==> config.mk <==
export PLATFORM = sky130hd
export DESIGN_NAME = cpa_cell
export DESIGN_NICKNAME = d
export VERILOG_FILES = /design/src/design/cpa_pkg.sv /design/src/design/cpa_cell.sv
export SDC_FILE = /design/constraint.sdc
export NUM_CORES = 1
export LEC_CHECK = 0
export BUFFER_PORTS_ARGS = -buffer_cell sky130_fd_sc_hd__buf_2
export CORE_ASPECT_RATIO = 0.6
export CORE_UTILIZATION = 41
export CTS_CLUSTER_DIAMETER = 30
export DETAILED_ROUTE_END_ITERATION = 6
export PLACE_DENSITY = 0.77
export REMOVE_ABC_BUFFERS = 1
export SLEW_MARGIN = 20
export SYNTH_ARGS = -nofsm -noshare
export SYNTH_HDL_FRONTEND = slang
export SYNTH_SLANG_ARGS = --single-unit
==> constraint.sdc <==
create_clock -name clk -period 2.4 [get_ports clk]
set_input_delay 0.12 -clock clk [delete_from_list [all_inputs] [get_ports clk]]
set_output_delay 0.12 -clock clk [all_outputs]
set_load 0.02 [all_outputs]
==> src/design/cpa_pkg.sv <==
`timescale 1ns / 1ps
`default_nettype none

package cpa_pkg;

  localparam int PART_DEPTH = 128;
  localparam int IDX_W      = 7;
  localparam int CNT_W      = 8;
  localparam int SIZE_W     = 8;
  localparam int OWNER_W    = 8;
  localparam int PADDR_W    = 3;
  localparam int PDATA_W    = 32;

  // register index, taken from paddr[2]
  localparam logic REG_FIT_MODE = 1'b0;

  localparam logic [1:0] FIT_FIRST = 2'd0;
  localparam logic [1:0] FIT_BEST  = 2'd1;
  localparam logic [1:0] FIT_WORST = 2'd2;

  localparam logic CMD_ALLOC  = 1'b0;
  localparam logic CMD_REINIT = 1'b1;

  typedef enum logic [2:0] {
    ST_IDLE,
    ST_LAUNCH,
    ST_SCAN,
    ST_APPLY,
    ST_REINIT,
    ST_EMIT
  } cpa_state_t;

  typedef struct packed {
    logic               command;
    logic [SIZE_W-1:0]  request_size;
    logic [OWNER_W-1:0] owner_id;
  } cpa_in_t;

  typedef struct packed {
    logic             granted;
    logic [6:0]       start_block;
    logic [IDX_W-1:0] chosen_index;
    logic [CNT_W-1:0] partitions_used;
  } cpa_out_t;

  // table update broadcast from the controller to every cell
  typedef struct packed {
    logic               apply;
    logic               reinit;
    logic               split;
    logic [1:0]         fit_mode;
    logic [IDX_W-1:0]   pick_idx;
    logic [OWNER_W-1:0] owner;
    logic [CNT_W-1:0]   count;
  } cpa_ctl_t;

endpackage

`default_nettype wire

==> src/design/cpa_cell.sv <==
`timescale 1ns / 1ps
`default_nettype none

module cpa_cell #(
  parameter int IDX        = 0,
  parameter int MEM_BLOCKS = 128,
  parameter int SW         = 7,
  parameter int LW         = 8
) (
  input  wire                        clk,
  input  wire                        rst,
  input  wire  [cpa_pkg::SIZE_W-1:0] size,
  input  cpa_pkg::cpa_ctl_t          ctl,
  input  wire  [SW-1:0]              rem_start,
  input  wire  [LW-1:0]              rem_len,
  // entry of the cell below, for the shift
  input  wire  [SW-1:0]              prev_start,
  input  wire  [LW-1:0]              prev_len,
  input  wire                        prev_free,
  input  wire  [cpa_pkg::OWNER_W-1:0] prev_owner,
  output logic [SW-1:0]              ent_start,
  output logic [LW-1:0]              ent_len,
  output logic                       ent_free,
  output logic [cpa_pkg::OWNER_W-1:0] ent_owner,
  // search wave
  input  wire                        go_in,
  input  wire                        found_in,
  input  wire  [cpa_pkg::IDX_W-1:0]  idx_in,
  input  wire  [LW-1:0]              len_in,
  input  wire  [SW-1:0]              start_in,
  output logic                       go_out,
  output logic                       found_out,
  output logic [cpa_pkg::IDX_W-1:0]  idx_out,
  output logic [LW-1:0]              len_out,
  output logic [SW-1:0]              start_out
);
  import cpa_pkg::*;

  localparam int CW = (LW > SIZE_W) ? LW : SIZE_W;
  localparam logic [IDX_W-1:0] MY_IDX = IDX_W'(IDX);
  localparam logic [CNT_W-1:0] MY_POS = CNT_W'(IDX);

  logic             used;
  logic             fits;
  logic             better;
  logic             take;
  logic [CNT_W-1:0] above_k;
  logic             is_k;
  logic             is_rem;
  logic             is_shift;

  always_comb begin
    used   = MY_POS < ctl.count;
    fits   = used && ent_free && (CW'(ent_len) >= CW'(size));
    better = ((ctl.fit_mode == FIT_BEST) && (ent_len < len_in)) ||
             ((ctl.fit_mode == FIT_WORST) && (ent_len > len_in));
    take   = fits && (!found_in || better);

    above_k  = {1'b0, ctl.pick_idx} + CNT_W'(1);
    is_k     = MY_IDX == ctl.pick_idx;
    is_rem   = ctl.split && (MY_POS == above_k);
    is_shift = ctl.split && (MY_POS > above_k);
  end

  always_ff @(posedge clk) begin
    if ((IDX == 0) && (rst || ctl.reinit)) begin
      ent_start <= '0;
      ent_len   <= LW'(MEM_BLOCKS);
      ent_free  <= 1'b1;
      ent_owner <= '0;
    end else if (ctl.apply) begin
      if (is_k) begin
        ent_len   <= LW'(size);
        ent_free  <= 1'b0;
        ent_owner <= ctl.owner;
      end else if (is_rem) begin
        ent_start <= rem_start;
        ent_len   <= rem_len;
        ent_free  <= 1'b1;
        ent_owner <= '0;
      end else if (is_shift) begin
        ent_start <= prev_start;
        ent_len   <= prev_len;
        ent_free  <= prev_free;
        ent_owner <= prev_owner;
      end
    end
  end

  always_ff @(posedge clk) begin
    if (rst) begin
      go_out <= 1'b0;
    end else begin
      go_out <= go_in;
    end
  end

  always_ff @(posedge clk) begin
    if (go_in) begin
      found_out <= found_in || fits;
      if (take) begin
        idx_out   <= MY_IDX;
        len_out   <= ent_len;
        start_out <= ent_start;
      end else begin
        idx_out   <= idx_in;
        len_out   <= len_in;
        start_out <= start_in;
      end
    end
  end

endmodule

`default_nettype wire

==> results of run 1 <==
## registers in the layout, summed over array words and instances (netlist names)
name,count
idx_out,7
ent_len,8
found_out,1
ent_owner,8
start_out,7
len_out,8
go_out,1
ent_start,7
ent_free,1
## path summary, 6_finish.rpt
check / start / endpoint / slack (ns) / cells past startpoint
setup / recovery: ent_len[6] / len_out[0] / 0.04 / 7
hold / removal: ctl[10] / ent_owner[2] / 0.04 / 3
setup reg to reg: ent_len[6] / len_out[0] / 0.04 / 7
hold reg to reg: ent_free / ent_free / 0.48 / 2
## cells by family after synthesis
logic type | share of synthesized area [%]
AO/OA/AOI/OAI | 6.67
adder cells (fa/ha/maj) | 9.13
buffers and inverters | 4.45
flip-flops | 54.3
multiplexers | 11.8
AND/OR/NAND/NOR | 13.6
## placed cells by master (no fill, tap or decap), types with 5 or more instances in the layout
| cell type | count |
|---|---|
| buf_2 | 108 |
| nor2_1 | 23 |
| edfxtp_1 | 23 |
| dfxtp_1 | 22 |
| inv_1 | 17 |
| and2_1 | 14 |
| ha_1 | 12 |
| buf_4 | 12 |
| nand2_1 | 9 |
| mux2i_1 | 9 |
| a21oi_1 | 8 |
| mux2_4 | 6 |
| mux2_1 | 5 |
| clkbuf_8 | 5 |
## synth_stat cells, drive strengths merged (2+ instances only)
master	instances
ha	16
nand2	9
nor4	3
o211ai	2
and2	14
dfxtp	25
a31oi	2
mux2i	9
a21oi	9
clkbuf	4
a21o	2
nor2	23
nor2b	2
buf	2
edfxtp	23
nand4	3
mux2	15
inv	17
o21ai	2
## power by group through the flow
stage                     sequential [mW]  clock, mW  combinational [mW]
after detailed placement            0.916          0               0.212
after floorplan                     0.954          0              0.0674
after global placement              0.915          0               0.208
after CTS                           0.898      0.681               0.214
final                               0.896      0.663               0.243
after global routing                0.899      0.713               0.266
## what timing repair did
item	CTS	global route
resized for setup	1	19
hold buffers	1	0
cloned	0	1
setup endpoints to repair	1	14
pin swaps	0	6
setup buffers	0	4
endpoints found under the hold margin	1	0
## worst max-delay path: stages, from the launching register on
cell,delay [ns]
dfxtp_4,0.37
ha_4,0.28
and4_4,0.24
o2111ai_4,0.11
a41o_1,0.29
o211ai_4,0.32
buf_6,0.19
mux2_1,0.31
## stage by stage
step                hold WS, ns  power, mW  TNS (ns)  area (µm²)
global placement          0.300       1.12         0        2870
global route             0.0613       1.88    -0.129        3180
detailed placement        0.305       1.13         0        2870
CTS                      0.0295       1.79         0        3020
floorplan                 0.192       1.02     -1.75        2160
finish                   0.0369       1.80         0        3180
## area by class of cell
class / count / share of cell area [%]
multi-input cells: 122 / 31.7
inverters: 17 / 2.00
well taps: 66 / 2.59
flip-flops and latches: 48 / 37.6
repair buffers: 124 / 21.9
clock inverters: 2 / 1.22
clock buffers: 6 / 2.95
## routing by layer
layer / GRT usage [%] / up-vias / routed length [µm]
met3: 6.20 / 4 / 373
met2: 29.4 / 60 / 2230
met4: 5.04 / 0 / 31
li1: - / 926 / -
met1: 24.3 / 843 / 2480
met5: 0 / - / 0
==> flow_summary.json, run 1 <==
{
  "combPwrFrac_pct": 13.5,
  "synth_edf_count": 23,
  "wl_per_cell_um": 13.3,
  "period_minus_slack_ns": 2.36,
  "layout.area.seq_mm2": 0.00120,
  "firstDrtPassIters": 4,
  "cts_tree": "yes",
  "worstPathRequired_ns": 2.46,
  "layout_setup_ws_ns": 0.0421,
  "wl_um": 5120,
  "end_kind": "flop",
  "hold_class": "input port to flop",
  "netlist_area_mm2": 0.00219,
  "drive_gt1_share_pct": 48.0,
  "ys_seq_elements": 48,
  "min_period_over_period_pct": 98.2,
  "postRouteAntennaNets": 0,
  "start_util_pct": 43.0,
  "worst_pin_slew_ns": 0.570,
  "pre_cts_slack_ns": 0.0266,
  "dp.cells": 371,
  "die_y_um": 58.7,
  "clkPwrFrac_pct": 36.8,
  "skew_ns": 0.00926,
  "diodes": 0,
  "fmax_mhz": 424,
  "dp_hpwl_um": 3670,
  "final_cells": 385,
  "async_reset_ff_share_pct": 0,
  "status": "completed",
  "grt_util_all_layers_pct": 18.5,
  "synth_area_leaders": "edfxtp_1 (31%), dfxtp_1 (23%), ha_1 (9.1%)",
  "cp_max_fo": 6,
  "max_cap_violations": 0,
  "seq_power_share_pct": 49.7,
  "p_leak_nw": 1.62,
  "die_w_um": 96.4,
  "slew_headroom_pct": 62.0,
  "synth_area_per_cell_um2": 11.4,
  "drv_slew": 0,
  "antenna_found_initial": 0,
  "cp_data_arrival_time_ns": 2.41,
  "finalHoldViolCount": 0,
  "final_util_pct": 62.4,
  "switchingPower_mw": 0.416,
  "grt_pass1_wl_um": 7840,
  "rsz0062_at_grt": "true",
  "syn2layout_area_growth_pct": 45.1,
  "grt_overflow": 0,
  "intPower_mw": 1.39,
  "grt_max_degree": 25,
  "vias_per_cell": 4.76,
  "synth_warnings": 0,
  "numCtsBuffers": 5,
  "yosysTopAreaCellShare_pct": 31.5,
  "cts.clk_slew.worst_paths_ns": 0.09,
  "drt_iter0_markers": 46,
  "critPathLaunchType": "flop",
  "clockBufferDepth": 2,
  "clock_latency_ns": 0.30,
  "die-area_mm2": 0.00566,
  "setup_viol": 0,
  "cts.htree.levels": 2,
  "ir_drop_v": 0.000345,
  "ys.flop_type": "dfxtp_1",
  "yosys.area.top_type": "edfxtp_1",
  "clock-sinks": 48,
  "vias": 1833,
  "io_buffers": 108,
  "gp_congestion": 0.738,
  "grt_pass1_vias": 1794,
  "n_fill_cell": 456,
  "p_per_area_mw_per_mm2": 566,
  "finish.net_count": 435,
  "ys_seq_area_share_pct": 54.3,
  "syn_inst": 193,
  "drc": 0,
  "ctsRootBufferMaster": "clkbuf_8",
  "switching_share_pct": 23.1,
  "rows": 20,
  "multi_input_area_mm2": 0.00101,
  "io_pins": 149,
  "critPathKind": "flop to flop",
  "synth_cell_type_count": 33,
  "core_area_mm2": 0.00510
}
Power figures use the tool's default switching activity.
==> inputs of run 2 (changes only) <==
- CORE_MARGIN: unset -> 8
- CORE_UTILIZATION: 41 -> 30
- PLACE_DENSITY: 0.77 -> 0.59
==> flow_summary.json, run 2 (same netlist as run 1, synthesis figures left out) <==
{
  "whs_endpoint": "ent_owner[3]",
  "worstPathRequired_ns": 2.44,
  "vias": 1764,
  "syn2layout_area_growth_pct": 39.8,
  "rsz0062_at_grt": "true",
  "io_buffers": 108,
  "hold-worst-slack_ns": 0.0581,
  "finish.net_count": 428,
  "cp_data_arrival_time_ns": 2.35,
  "period_minus_slack_ns": 2.31,
  "dpl_cell_area_mm2": 0.00289,
  "cts_setup_buffers": 0,
  "final_cells": 403,
  "drv_slew": 0,
  "rows": 24,
  "die_y_um": 82.2,
  "min_path_cells": 3,
  "worst_pin_slew_ns": 0.592,
  "p_per_area_mw_per_mm2": 623,
  "grt_max_degree": 25,
  "reg2reg_depth": 7,
  "start_util_pct": 30.6,
  "status": "completed",
  "vias_per_cell": 4.38,
  "grt_util_all_layers_pct": 11.3,
  "clockBufferDepth": 2,
  "dp.cells": 394,
  "wl_um": 5920,
  "firstDrtPassIters": 4,
  "pre_cts_slack_ns": 0.106,
  "final_util_pct": 42.7,
  "end_kind": "flop",
  "gp_congestion": 0.748,
  "ctsRootBufferMaster": "clkbuf_16",
  "power.total_mw": 1.91,
  "top_regs": "ent_len x8, ent_owner x8, len_out x8",
  "dp_hpwl_um": 4620,
  "core_area_mm2": 0.00718,
  "die-area_mm2": 0.0104,
  "io_pins": 149,
  "numCtsBuffers": 5,
  "min_from": "ctl[11]",
  "postRouteAntennaNets": 0,
  "ir_drop_v": 0.000247,
  "final_common_cell": "buf_2",
  "drc": 0,
  "clock-sinks": 48,
  "setup_viol": 0,
  "timing.rr.start": "ent_len[6]",
  "wl_per_cell_um": 14.7,
  "cts.htree.levels": 2,
  "drt_iter0_markers": 47,
  "most-common-layout-cells": "buf_2 (108), dfxtp_1 (25), nor2_1 (23), edfxtp_1 (23), inv_1 (17)",
  "rr_endpoint": "start_out[6]",
  "fmax_mhz": 433,
  "design_area_mm2": 0.00307,
  "slew_headroom_pct": 60.4,
  "drive_gt1_share_pct": 42.3,
  "clock_latency_ns": 0.29,
  "cts.clk_slew.worst_paths_ns": 0.07,
  "critPathKind": "flop to flop",
  "hold_class": "input port to flop",
  "antenna_found_initial": 0,
  "p_leak_nw": 1.57,
  "max_cap_violations": 0,
  "r2r_slack_ns": 0.09,
  "layout_setup_ws_ns": 0.0906,
  "grt_overflow": 0,
  "grt_pass1_wl_um": 9380,
  "diodes": 0,
  "critPathLaunchType": "flop",
  "grt_pass1_vias": 1889,
  "finalHoldViolCount": 0,
  "cp_max_fo": 7,
  "cts_tree": "yes",
  "die_w_um": 126,
  "setup_tns_ns": 0,
  "min_period_over_period_pct": 96.2,
  "skew_ns": 0.00687
}
-- run 2: cell count changes in the layout (fill, tap and decap cells not counted), sizes merged --
| cell | change |
|---|---|
| clkinvlp | +1 |
| clkbuf | -2 |
| clkinv | +1 |
| buf | -6 |
| inv | -1 |
-- run 2: worst max path at each step --
stage,start,end,slack [ns],depth (start not counted)
4_1_cts,ent_len[6],start_out[6],0.08,7
6_report,ent_len[6],start_out[6],0.09,7
3_3_place_gp,ent_len[6],len_out[7],0.12,7
3_5_place_dp,ent_len[6],start_out[6],0.11,7
5_1_grt,ent_len[6],len_out[7],-0.02,7
2_1_floorplan,ent_len[7],len_out[4],-0.13,6
-- run 2: report_power, final --
group          switching (mW)  total (mW)  internal (mW)  leakage, nW
Clock                   0.307       0.796          0.490       0.0798
Combinational           0.118       0.216         0.0978         1.06
Sequential            0.00640       0.898          0.891        0.430
Total                   0.431        1.91           1.48         1.57
-- run 2: what timing repair did --
| item | 4_1_cts | 5_1_grt |
|---|---|---|
| resized for setup | 0 | 1 |
| hold endpoints to repair | 1 | 0 |
| hold buffers | 1 | 0 |
| endpoints found under the setup margin | 0 | 4 |
-- run 2: final cells by class --
cell class                 instances  area (µm²)
clock buffer                       5         125
clock inverter                     3        42.5
fill                             710        4110
inverter                          17        63.8
multi-input combinational        122         907
sequential                        48        1190
tap                               91         114
timing repair buffer             117         623
-- run 2: worst max-delay path, stage by stage (launching register included) --
cell and delay (ns):
dfxtp_1 0.33, ha_1 0.33, nand4_1 0.15, o311ai_0 0.37, a31oi_1 0.10, o211ai_2 0.25
buf_4 0.20, mux2_2 0.33
-- run 2: per-layer routing --
| layer | GRT usage [%] | up-vias | wire length [µm] |
|---|---|---|---|
| li1 | - | 912 | - |
| met1 | 14.4 | 791 | 2900 |
| met2 | 17.6 | 59 | 2480 |
| met3 | 5.13 | 2 | 522 |
| met4 | 2.15 | 0 | 24 |
| met5 | 0 | - | 0 |
